--- src/hdl/wrt_pkg.sv ---
package wrt_pkg;

    localparam int SLOTS   = 8;
    localparam int IDX_W   = (SLOTS > 1) ? $clog2(SLOTS) : 1;
    localparam int CNT_W   = $clog2(SLOTS + 1);
    localparam int SEQ_W   = 32;
    localparam int TIME_W  = 32;
    localparam int TICK_W  = 16;
    localparam int RET_W   = 3;
    localparam int KIND_W  = 2;
    localparam int REQ_W   = 2;
    localparam int CFG_W   = 1;
    localparam int PROD_W  = RET_W + 1 + TICK_W;

    localparam logic [REQ_W-1:0] REQ_SEND = 2'd0;
    localparam logic [REQ_W-1:0] REQ_ACK  = 2'd1;
    localparam logic [REQ_W-1:0] REQ_SCAN = 2'd2;

    localparam logic [KIND_W-1:0] EV_RESEND   = 2'd0;
    localparam logic [KIND_W-1:0] EV_GIVEUP   = 2'd1;
    localparam logic [KIND_W-1:0] EV_COMPLETE = 2'd2;
    localparam logic [KIND_W-1:0] EV_OVERFLOW = 2'd3;

    localparam logic [CFG_W-1:0] CFG_TIMEOUT     = 1'd0;
    localparam logic [CFG_W-1:0] CFG_RETRY_LIMIT = 1'd1;

    localparam logic [TICK_W-1:0] TIMEOUT_RESET = 16'd1;
    localparam logic [RET_W-1:0]  LIMIT_RESET   = 3'd5;

    typedef enum logic [1:0] {
        ST_IDLE,
        ST_SCAN,
        ST_FLUSH,
        ST_CMPL
    } t_state;

    typedef struct packed {
        logic send;
        logic ack;
        logic overflow;
        logic scan_init;
        logic scan_step;
        logic flush;
        logic complete;
    } t_cmd;

    typedef struct packed {
        logic full;
        logic scan_end;
        logic complete;
        logic b_valid;
    } t_stat;

endpackage

--- src/hdl/window_retransmit_tracker.sv ---
// Retransmission tracker for one window of eight sent packets.
// A request is taken when i_start is high and o_busy is low; i_req_type
// selects send, acknowledge or scan, with i_seq_num and i_now_time.
// Send and acknowledge finish in the cycle they are taken, so o_busy stays
// low; a send to a full window raises one overflow word in the next cycle.
// A scan raises o_busy and reads one filled slot per cycle through a
// two-stage pipe (timeout product, then deadline add and compare); then
// a flush state sends the last held event, and a further state clears
// the window when all its slots are done.
// Each result word is held on the o_event ports for one cycle with
// o_event_valid high; the receiver cannot stall, and o_last_event marks the
// final word of a request. Each word of a scan waits for the next event of
// the scan or for the end of the walk.
// The configuration channel (i_cfg_valid, i_cfg_index, i_cfg_data) is
// always ready and must be written only while the block is idle.
// A synchronous reset empties the window and sets the timeout to one tick
// and the retry limit to five.
module window_retransmit_tracker (
    input  logic                        i_clk,
    input  logic                        i_rst_n,
    input  logic                        i_start,
    output logic                        o_busy,
    input  logic [wrt_pkg::REQ_W-1:0]   i_req_type,
    input  logic [wrt_pkg::SEQ_W-1:0]   i_seq_num,
    input  logic [wrt_pkg::TIME_W-1:0]  i_now_time,
    input  logic                        i_cfg_valid,
    output logic                        o_cfg_ready,
    input  logic [wrt_pkg::CFG_W-1:0]   i_cfg_index,
    input  logic [wrt_pkg::TICK_W-1:0]  i_cfg_data,
    output logic                        o_event_valid,
    output logic [wrt_pkg::KIND_W-1:0]  o_event_kind,
    output logic [wrt_pkg::SEQ_W-1:0]   o_event_seq,
    output logic [wrt_pkg::RET_W-1:0]   o_attempt_num,
    output logic                        o_last_event
);

    wrt_pkg::t_cmd  w_cmd;
    wrt_pkg::t_stat w_stat;

    assign o_cfg_ready = 1'b1;

    wrt_ctrl u_ctrl (
        .i_clk      (i_clk),
        .i_rst_n    (i_rst_n),
        .i_start    (i_start),
        .i_req_type (i_req_type),
        .i_stat     (w_stat),
        .o_cmd      (w_cmd),
        .o_busy     (o_busy)
    );

    wrt_datapath u_datapath (
        .i_clk         (i_clk),
        .i_rst_n       (i_rst_n),
        .i_cmd         (w_cmd),
        .o_stat        (w_stat),
        .i_seq_num     (i_seq_num),
        .i_now_time    (i_now_time),
        .i_cfg_write   (i_cfg_valid && o_cfg_ready),
        .i_cfg_index   (i_cfg_index),
        .i_cfg_data    (i_cfg_data),
        .o_event_valid (o_event_valid),
        .o_event_kind  (o_event_kind),
        .o_event_seq   (o_event_seq),
        .o_attempt_num (o_attempt_num),
        .o_last_event  (o_last_event)
    );

    a_overflow_word: assert property (@(posedge i_clk) disable iff (!i_rst_n)
        (i_start && !o_busy && (i_req_type == wrt_pkg::REQ_SEND) && w_stat.full)
        |=> (o_event_valid && (o_event_kind == wrt_pkg::EV_OVERFLOW) && o_last_event))
        else $error("overflow word missing after send to full window");

    a_complete_word: assert property (@(posedge i_clk) disable iff (!i_rst_n)
        (o_event_valid && (o_event_kind == wrt_pkg::EV_COMPLETE))
        |-> (o_last_event && (o_event_seq == '0) && (o_attempt_num == '0)))
        else $error("window complete word malformed");

    a_idle_pipe: assert property (@(posedge i_clk) disable iff (!i_rst_n)
        !o_busy |-> !w_stat.b_valid)
        else $error("scan pipe active while idle");

endmodule

--- src/hdl/wrt_ctrl.sv ---
module wrt_ctrl (
    input  logic                       i_clk,
    input  logic                       i_rst_n,
    input  logic                       i_start,
    input  logic [wrt_pkg::REQ_W-1:0]  i_req_type,
    input  wrt_pkg::t_stat             i_stat,
    output wrt_pkg::t_cmd              o_cmd,
    output logic                       o_busy
);

    wrt_pkg::t_state r_state;
    wrt_pkg::t_state n_state;

    always_ff @(posedge i_clk) begin
        if (!i_rst_n) begin
            r_state <= wrt_pkg::ST_IDLE;
        end else begin
            r_state <= n_state;
        end
    end

    always_comb begin
        n_state = r_state;
        case (r_state)
            wrt_pkg::ST_IDLE: begin
                if (i_start && (i_req_type == wrt_pkg::REQ_SCAN)) begin
                    n_state = wrt_pkg::ST_SCAN;
                end
            end
            wrt_pkg::ST_SCAN: begin
                if (i_stat.scan_end) begin
                    n_state = wrt_pkg::ST_FLUSH;
                end
            end
            wrt_pkg::ST_FLUSH: begin
                n_state = i_stat.complete ? wrt_pkg::ST_CMPL : wrt_pkg::ST_IDLE;
            end
            wrt_pkg::ST_CMPL: begin
                n_state = wrt_pkg::ST_IDLE;
            end
            default: begin
                n_state = wrt_pkg::ST_IDLE;
            end
        endcase
    end

    always_comb begin
        o_cmd  = '0;
        o_busy = 1'b1;
        case (r_state)
            wrt_pkg::ST_IDLE: begin
                o_busy = 1'b0;
                if (i_start) begin
                    case (i_req_type)
                        wrt_pkg::REQ_SEND: begin
                            o_cmd.send     = !i_stat.full;
                            o_cmd.overflow = i_stat.full;
                        end
                        wrt_pkg::REQ_ACK: begin
                            o_cmd.ack = 1'b1;
                        end
                        wrt_pkg::REQ_SCAN: begin
                            o_cmd.scan_init = 1'b1;
                        end
                        default: begin
                            o_cmd = '0;
                        end
                    endcase
                end
            end
            wrt_pkg::ST_SCAN: begin
                o_cmd.scan_step = 1'b1;
            end
            wrt_pkg::ST_FLUSH: begin
                o_cmd.flush = 1'b1;
            end
            wrt_pkg::ST_CMPL: begin
                o_cmd.complete = 1'b1;
            end
            default: begin
                o_cmd = '0;
            end
        endcase
    end

endmodule

--- src/hdl/wrt_datapath.sv ---
module wrt_datapath (
    input  logic                        i_clk,
    input  logic                        i_rst_n,
    input  wrt_pkg::t_cmd               i_cmd,
    output wrt_pkg::t_stat              o_stat,
    input  logic [wrt_pkg::SEQ_W-1:0]   i_seq_num,
    input  logic [wrt_pkg::TIME_W-1:0]  i_now_time,
    input  logic                        i_cfg_write,
    input  logic [wrt_pkg::CFG_W-1:0]   i_cfg_index,
    input  logic [wrt_pkg::TICK_W-1:0]  i_cfg_data,
    output logic                        o_event_valid,
    output logic [wrt_pkg::KIND_W-1:0]  o_event_kind,
    output logic [wrt_pkg::SEQ_W-1:0]   o_event_seq,
    output logic [wrt_pkg::RET_W-1:0]   o_attempt_num,
    output logic                        o_last_event
);

    logic [wrt_pkg::SEQ_W-1:0]  r_seq     [wrt_pkg::SLOTS];
    logic [wrt_pkg::TIME_W-1:0] r_sent    [wrt_pkg::SLOTS];
    logic [wrt_pkg::RET_W-1:0]  r_retries [wrt_pkg::SLOTS];
    logic [wrt_pkg::SLOTS-1:0]  r_done;
    logic [wrt_pkg::CNT_W-1:0]  r_fill;

    logic [wrt_pkg::TICK_W-1:0] r_timeout;
    logic [wrt_pkg::RET_W-1:0]  r_limit;

    logic [wrt_pkg::TIME_W-1:0] r_now;
    logic [wrt_pkg::CNT_W-1:0]  r_idx;
    logic [wrt_pkg::CNT_W-1:0]  r_done_cnt;

    logic                       r_b_valid;
    logic [wrt_pkg::IDX_W-1:0]  r_b_idx;
    logic                       r_b_done;
    logic [wrt_pkg::SEQ_W-1:0]  r_b_seq;
    logic [wrt_pkg::TIME_W-1:0] r_b_sent;
    logic [wrt_pkg::RET_W-1:0]  r_b_retries;
    logic [wrt_pkg::PROD_W-1:0] r_b_prod;

    logic                       r_pend_valid;
    logic [wrt_pkg::KIND_W-1:0] r_pend_kind;
    logic [wrt_pkg::SEQ_W-1:0]  r_pend_seq;
    logic [wrt_pkg::RET_W-1:0]  r_pend_att;

    logic                       r_ev_valid;
    logic [wrt_pkg::KIND_W-1:0] r_ev_kind;
    logic [wrt_pkg::SEQ_W-1:0]  r_ev_seq;
    logic [wrt_pkg::RET_W-1:0]  r_ev_att;
    logic                       r_ev_last;

    logic                       n_ev_valid;
    logic [wrt_pkg::KIND_W-1:0] n_ev_kind;
    logic [wrt_pkg::SEQ_W-1:0]  n_ev_seq;
    logic [wrt_pkg::RET_W-1:0]  n_ev_att;
    logic                       n_ev_last;

    logic [wrt_pkg::IDX_W-1:0]  w_rd_idx;
    logic [wrt_pkg::IDX_W-1:0]  w_wr_idx;
    logic                       w_issue;
    logic [wrt_pkg::RET_W:0]    w_att_plus;
    logic [wrt_pkg::PROD_W-1:0] w_prod;
    logic [wrt_pkg::TIME_W:0]   w_deadline;
    logic                       w_expired;
    logic                       w_b_event;
    logic                       w_b_resend;
    logic [wrt_pkg::KIND_W-1:0] w_b_kind;
    logic [wrt_pkg::RET_W-1:0]  w_b_att;

    assign w_rd_idx   = r_idx[wrt_pkg::IDX_W-1:0];
    assign w_wr_idx   = r_fill[wrt_pkg::IDX_W-1:0];
    assign w_issue    = i_cmd.scan_step && (r_idx < r_fill);
    assign w_att_plus = {1'b0, r_retries[w_rd_idx]} + (wrt_pkg::RET_W + 1)'(1);
    assign w_prod     = wrt_pkg::PROD_W'(w_att_plus) * wrt_pkg::PROD_W'(r_timeout);
    assign w_deadline = {1'b0, r_b_sent} + (wrt_pkg::TIME_W + 1)'(r_b_prod);
    assign w_expired  = w_deadline < {1'b0, r_now};
    assign w_b_event  = r_b_valid && !r_b_done && w_expired;
    assign w_b_resend = r_b_retries < r_limit;
    assign w_b_kind   = w_b_resend ? wrt_pkg::EV_RESEND : wrt_pkg::EV_GIVEUP;
    assign w_b_att    = w_b_resend ? (r_b_retries + wrt_pkg::RET_W'(1)) : r_b_retries;

    assign o_stat.full     = (r_fill == wrt_pkg::CNT_W'(wrt_pkg::SLOTS));
    assign o_stat.scan_end = !(r_idx < r_fill) && !r_b_valid;
    assign o_stat.complete = (r_done_cnt == r_fill);
    assign o_stat.b_valid  = r_b_valid;

    always_ff @(posedge i_clk) begin
        if (!i_rst_n) begin
            r_timeout <= wrt_pkg::TIMEOUT_RESET;
            r_limit   <= wrt_pkg::LIMIT_RESET;
        end else if (i_cfg_write) begin
            case (i_cfg_index)
                wrt_pkg::CFG_TIMEOUT: begin
                    r_timeout <= i_cfg_data;
                end
                wrt_pkg::CFG_RETRY_LIMIT: begin
                    r_limit <= i_cfg_data[wrt_pkg::RET_W-1:0];
                end
                default: begin
                    r_limit <= r_limit;
                end
            endcase
        end
    end

    always_ff @(posedge i_clk) begin
        if (i_cmd.send) begin
            r_seq[w_wr_idx]     <= i_seq_num;
            r_sent[w_wr_idx]    <= i_now_time;
            r_retries[w_wr_idx] <= '0;
        end else if (w_b_event && w_b_resend) begin
            r_retries[r_b_idx] <= w_b_att;
        end
    end

    always_ff @(posedge i_clk) begin
        if (!i_rst_n) begin
            r_done <= '0;
            r_fill <= '0;
        end else if (i_cmd.complete) begin
            r_done <= '0;
            r_fill <= '0;
        end else if (i_cmd.send) begin
            r_done[w_wr_idx] <= 1'b0;
            r_fill           <= r_fill + wrt_pkg::CNT_W'(1);
        end else if (i_cmd.ack) begin
            for (int k = 0; k < wrt_pkg::SLOTS; k++) begin
                if ((wrt_pkg::CNT_W'(k) < r_fill) && (r_seq[k] == i_seq_num)) begin
                    r_done[k] <= 1'b1;
                end
            end
        end else if (w_b_event && !w_b_resend) begin
            r_done[r_b_idx] <= 1'b1;
        end
    end

    always_ff @(posedge i_clk) begin
        if (!i_rst_n) begin
            r_b_valid <= 1'b0;
        end else begin
            r_b_valid <= w_issue;
        end
    end

    always_ff @(posedge i_clk) begin
        if (i_cmd.scan_init) begin
            r_now      <= i_now_time;
            r_idx      <= '0;
            r_done_cnt <= '0;
        end else begin
            if (w_issue) begin
                r_idx <= r_idx + wrt_pkg::CNT_W'(1);
            end
            if (r_b_valid && r_b_done) begin
                r_done_cnt <= r_done_cnt + wrt_pkg::CNT_W'(1);
            end
        end
        if (w_issue) begin
            r_b_idx     <= w_rd_idx;
            r_b_done    <= r_done[w_rd_idx];
            r_b_seq     <= r_seq[w_rd_idx];
            r_b_sent    <= r_sent[w_rd_idx];
            r_b_retries <= r_retries[w_rd_idx];
            r_b_prod    <= w_prod;
        end
    end

    always_ff @(posedge i_clk) begin
        if (!i_rst_n) begin
            r_pend_valid <= 1'b0;
        end else if (i_cmd.scan_init || i_cmd.flush) begin
            r_pend_valid <= 1'b0;
        end else if (w_b_event) begin
            r_pend_valid <= 1'b1;
        end
        if (w_b_event) begin
            r_pend_kind <= w_b_kind;
            r_pend_seq  <= r_b_seq;
            r_pend_att  <= w_b_att;
        end
    end

    always_comb begin
        n_ev_valid = 1'b0;
        n_ev_kind  = r_ev_kind;
        n_ev_seq   = r_ev_seq;
        n_ev_att   = r_ev_att;
        n_ev_last  = r_ev_last;
        if (i_cmd.overflow) begin
            n_ev_valid = 1'b1;
            n_ev_kind  = wrt_pkg::EV_OVERFLOW;
            n_ev_seq   = i_seq_num;
            n_ev_att   = '0;
            n_ev_last  = 1'b1;
        end else if (w_b_event && r_pend_valid) begin
            n_ev_valid = 1'b1;
            n_ev_kind  = r_pend_kind;
            n_ev_seq   = r_pend_seq;
            n_ev_att   = r_pend_att;
            n_ev_last  = 1'b0;
        end else if (i_cmd.flush && r_pend_valid) begin
            n_ev_valid = 1'b1;
            n_ev_kind  = r_pend_kind;
            n_ev_seq   = r_pend_seq;
            n_ev_att   = r_pend_att;
            n_ev_last  = !o_stat.complete;
        end else if (i_cmd.complete) begin
            n_ev_valid = 1'b1;
            n_ev_kind  = wrt_pkg::EV_COMPLETE;
            n_ev_seq   = '0;
            n_ev_att   = '0;
            n_ev_last  = 1'b1;
        end
    end

    always_ff @(posedge i_clk) begin
        if (!i_rst_n) begin
            r_ev_valid <= 1'b0;
        end else begin
            r_ev_valid <= n_ev_valid;
        end
        r_ev_kind <= n_ev_kind;
        r_ev_seq  <= n_ev_seq;
        r_ev_att  <= n_ev_att;
        r_ev_last <= n_ev_last;
    end

    assign o_event_valid = r_ev_valid;
    assign o_event_kind  = r_ev_kind;
    assign o_event_seq   = r_ev_seq;
    assign o_attempt_num = r_ev_att;
    assign o_last_event  = r_ev_last;

endmodule

--- config.mk ---
export PLATFORM = sky130hd
export DESIGN_NAME = window_retransmit_tracker
export DESIGN_NICKNAME = d
export VERILOG_FILES = /design/src/hdl/wrt_pkg.sv /design/src/hdl/window_retransmit_tracker.sv /design/src/hdl/wrt_ctrl.sv /design/src/hdl/wrt_datapath.sv
export SDC_FILE = /design/constraint.sdc
export NUM_CORES = 1
export LEC_CHECK = 0
export BUFFER_PORTS_ARGS = -buffer_cell sky130_fd_sc_hd__buf_2
export CAP_MARGIN = 20
export CORE_MARGIN = 4
export CORE_UTILIZATION = 43
export CTS_BUF_LIST = sky130_fd_sc_hd__clkbuf_4 sky130_fd_sc_hd__clkbuf_8
export CTS_CLUSTER_SIZE = 30
export DETAILED_ROUTE_END_ITERATION = 8
export GPL_TIMING_DRIVEN = 0
export PLACE_DENSITY = 0.62
export SLEW_MARGIN = 20
export SYNTH_ARGS = -nofsm -noshare
export SYNTH_HDL_FRONTEND = slang
export SYNTH_SLANG_ARGS = --single-unit
--- constraint.sdc ---
create_clock -name i_clk -period 7.48 [get_ports i_clk]
set_input_delay 0.374 -clock i_clk [delete_from_list [all_inputs] [get_ports i_clk]]
set_output_delay 0.374 -clock i_clk [all_outputs]
set_load 0.03 [all_outputs]
==> flow_metrics.env <==
export IMPL_vias=21109
export IMPL_grt_max_degree=51
export IMPL_synth_flop_cell="edfxtp_1"
export IMPL_worst_endpoint_required_ns=8.00
export IMPL_critPathMaxFanout=10
export IMPL_ir_drop_uv=192.8
export IMPL_finalWirelength_um=100000
export IMPL_grt_pass1_wl_um=146000
export IMPL_synthesis_area_um2=35480
export IMPL_clock_sinks=780
export IMPL_p_comb_share_pct=15.4
export IMPL_critPathKind="reg -> reg"
export IMPL_design_area_um2=41540
export IMPL_clk_latency_ns=0.80
export IMPL_p_clk_share_pct=37.2
export IMPL_cts_clk_slew_worst_paths_ns=0.06
export IMPL_postSynth_asyncResetShare_pct=0
export IMPL_synth_seq_cells=780
export IMPL_synth_edf_count=727
export IMPL_io_pins=128
export IMPL_antenna_found_initial=6
export IMPL_cp_start_kind="flip-flop"
export IMPL_p_int_mw=7.675
export IMPL_syn_nets=2428
export IMPL_worst_r2r_setup_slack_ns=0.54
export IMPL_final_hold_violation_count=0
export IMPL_core_um2=81980
export IMPL_grt_busiest_layer="met2"
export IMPL_crit_reg2reg_capture="u_datapath.r_b_prod[18]"
export IMPL_max_freq_mhz=144.1
export IMPL_cts_root_buf="clkbuf_8"
export IMPL_cap_violations=0
export IMPL_yosysSeqAreaShare_pct=64.51
export IMPL_cts_max_level=4
export IMPL_syn_area_per_cell_um2=15.94
export IMPL_switching_power_mw=2.648
export IMPL_cts_buffer_depth=3
export IMPL_num_rows=105
export IMPL_skew_ns=0.03449
export IMPL_gr_total_overflow=0
export IMPL_viasPerCell=5.583
export IMPL_use_met3_pct=3.764
export IMPL_hold_buffers=92
export IMPL_drt_iter0_drc=1669
export IMPL_p_seq_share_pct=47.4
export IMPL_status="finished, final reports clean"
export IMPL_hold_slack_ns=0.1354
export IMPL_met2_usage_pct=38.35
export IMPL_cts_buffers=133
export IMPL_finalNonFillerCells=3781
export IMPL_drv_slew=0
export IMPL_rsz0062_at_grt="no"
export IMPL_initial_core_util_pct=43.28
export IMPL_finalCritPeriodShare_pct=92.76
export IMPL_grt_pass1_vias=21854
export IMPL_die_w_um=295.3
export IMPL_grt_use_total_pct=23.18
export IMPL_yosys_warnings=0
export IMPL_place_congestion=0.9334
export IMPL_grt_use_met1_pct=31.11
export IMPL_arrival_ns=7.46
export IMPL_finalNetCount=2802
export IMPL_final_util_pct=50.68
export IMPL_hp_class="in -> reg"
export IMPL_drc=0
export IMPL_cts_resized=0
export IMPL_worst_setup_path_end_kind="flip-flop"
export IMPL_cts_tree="built"
export IMPL_swShare_pct=25.65
export IMPL_dr_pass1_iters=6
export IMPL_final_antenna_net_count=0
export IMPL_place_inst=3443
export IMPL_endpoint="u_datapath.r_b_prod[18]"
export IMPL_fillers=6879
export IMPL_setup_violations=0
export IMPL_floorplan_die_area_um2=87180
export IMPL_final_common_cell="edfxtp_1"
export IMPL_worst_slew_pin_slew_ns=1.094
export IMPL_die_h_um=295.3
export IMPL_powerDensity_nw_per_um2=248.5
export IMPL_synthCells=2226
export IMPL_dpl_cell_area_um2=37970
export IMPL_dp_hpwl_um=69280
export IMPL_port_buffers=126
export IMPL_postCtsSetupBuffers=0
export IMPL_ys_types=68
export IMPL_r2r_cells=19
export IMPL_syn_to_final_growth_pct=17.08
export IMPL_max_slew_margin_pct=27.08
export IMPL_wire_per_inst_um=26.46
export IMPL_drive_gt1_share_pct=22.09
export IMPL_post_route_min_period_ns=6.938
export IMPL_leakage_nw=14.19
export IMPL_final_cell_mix="727 x edfxtp_1, 235 x xnor2_1, 137 x clkbuf_8"
[stage by stage]
| step | setup TNS [ns] | worst slack [ns] | total power, mW |
|---|---|---|---|
| 2_1_floorplan | 0 | 1.456 | 6.066 |
| 3_3_place_gp | -294.20 | -2.985 | 6.508 |
| 3_5_place_dp | 0 | 0.4800 | 6.541 |
| 4_1_cts | 0 | 0.4480 | 10.43 |
| 5_1_grt | 0 | 0.05772 | 10.74 |
| 6_report | 0 | 0.5415 | 10.32 |
[power by group through the flow]
stage | registers (mW) | logic, mW | clock network, mW
after global placement | 4.99 | 1.52 | 0
after floorplan | 4.98 | 1.09 | 0
final | 4.90 | 1.59 | 3.84
after CTS | 4.90 | 1.61 | 3.92
after detailed placement | 4.99 | 1.55 | 0
after global routing | 4.90 | 1.72 | 4.13
[worst max-delay path, cell delays in order, from the launching register on]
cell      delay [ns]
dfxtp_1         0.31
clkbuf_1        0.38
mux4_2          0.57
mux2i_1         0.55
inv_1           0.16
ha_1            0.25
xnor2_1         0.66
clkbuf_1        0.44
nand2_1         0.15
fa_1            0.53
inv_1           0.05
fa_1            0.45
ha_1            0.35
a21oi_1         0.25
o21ai_0         0.19
o41a_1          0.44
a2111o_1        0.42
a31o_2          0.24
a21oi_1         0.17
xnor2_1         0.09
[worst min path at each step]
stage                                      from                  endpoint  slack, ns  cells past startpoint
after floorplan           u_datapath.r_b_seq[0]  u_datapath.r_pend_seq[0]       0.40                      0
after global routing                i_cfg_index   u_datapath.r_timeout[4]       0.17                      5
final                               i_cfg_index   u_datapath.r_timeout[8]       0.14                      5
after CTS                           i_cfg_index   u_datapath.r_timeout[8]       0.07                      5
after detailed placement  u_datapath.r_b_seq[1]  u_datapath.r_pend_seq[1]       0.40                      0
after global placement    u_datapath.r_b_seq[5]  u_datapath.r_pend_seq[5]       0.40                      0
[layer usage]
metal	share of wire [%]	wire length, µm
met1	42	42060
met4	3.5	3503
met3	5.9	5874
met5	0.019	19
met2	49	48590
[registers in the layout, indices dropped and copies added, names as in the netlist, 8 cells and up, named ones only]
name	cells
u_datapath.r_b_prod	20
u_datapath.r_sent	256
u_datapath.r_done	8
u_datapath.r_seq	256
u_datapath.r_b_sent	32
u_datapath.r_timeout	16
u_datapath.r_pend_seq	32
u_datapath.r_now	32
u_datapath.r_b_seq	32
u_datapath.o_event_seq	32
u_datapath.r_retries	24
[cell families after synthesis]
group | count (synthesis) | synth area share [%]
compound gates | 228 | 4.792
xor+xnor | 312 | 7.701
fa+ha+maj | 115 | 4.669
buf+inv | 202 | 2.236
flops | 780 | 64.51
mux | 204 | 10.78
other cells | 1 | 0.01057
simple gates | 384 | 5.300
[area by class of cell]
type	count	area, µm²	share of cell area, %
antenna	4	10.01	0.02409
buffer	101	427.9	1.030
clock buffer	177	2186	5.261
clock inverter	65	455.4	1.096
inverter	101	419.2	1.009
multi-input combinational	1244	11810	28.44
sequential	780	22890	55.10
tap	1070	1339	3.222
timing repair buffer	239	2002	4.819
[cells in the mapped netlist (3+ instances only)]
cell type,number,share of area [%]
and2_1,28,0.49
a221oi_1,10,0.25
a211oi_1,8,0.17
o31ai_1,9,0.19
xor2_1,77,1.9
mux2_2,65,2.1
o21bai_1,4,0.085
nand2b_1,9,0.16
fa_1,29,1.6
a21oi_1,41,0.58
buf_1,13,0.14
and4_1,3,0.074
buf_6,4,0.13
nor4_1,28,0.49
o21ai_0,30,0.42
a22o_1,32,0.79
nor3_1,10,0.14
a2bb2oi_1,4,0.099
nand3_1,34,0.48
a22oi_1,3,0.063
a31o_2,4,0.099
a32o_1,3,0.085
a21o_1,14,0.30
nor2b_1,6,0.11
nand2_1,132,1.4
clkbuf_1,82,0.87
nor2_1,64,0.68
xnor2_1,235,5.8
a211o_1,3,0.074
a2111oi_0,4,0.099
and3_1,4,0.071
dfxtp_1,53,3.0
ha_1,86,3.0
nand4_1,58,1.0
edfxtp_1,727,62
mux4_2,136,8.6
o2111ai_1,3,0.074
mux2i_1,3,0.085
o21a_1,12,0.25
inv_1,101,1.1
a21boi_0,19,0.40
(Power assumes the default switching activity.)
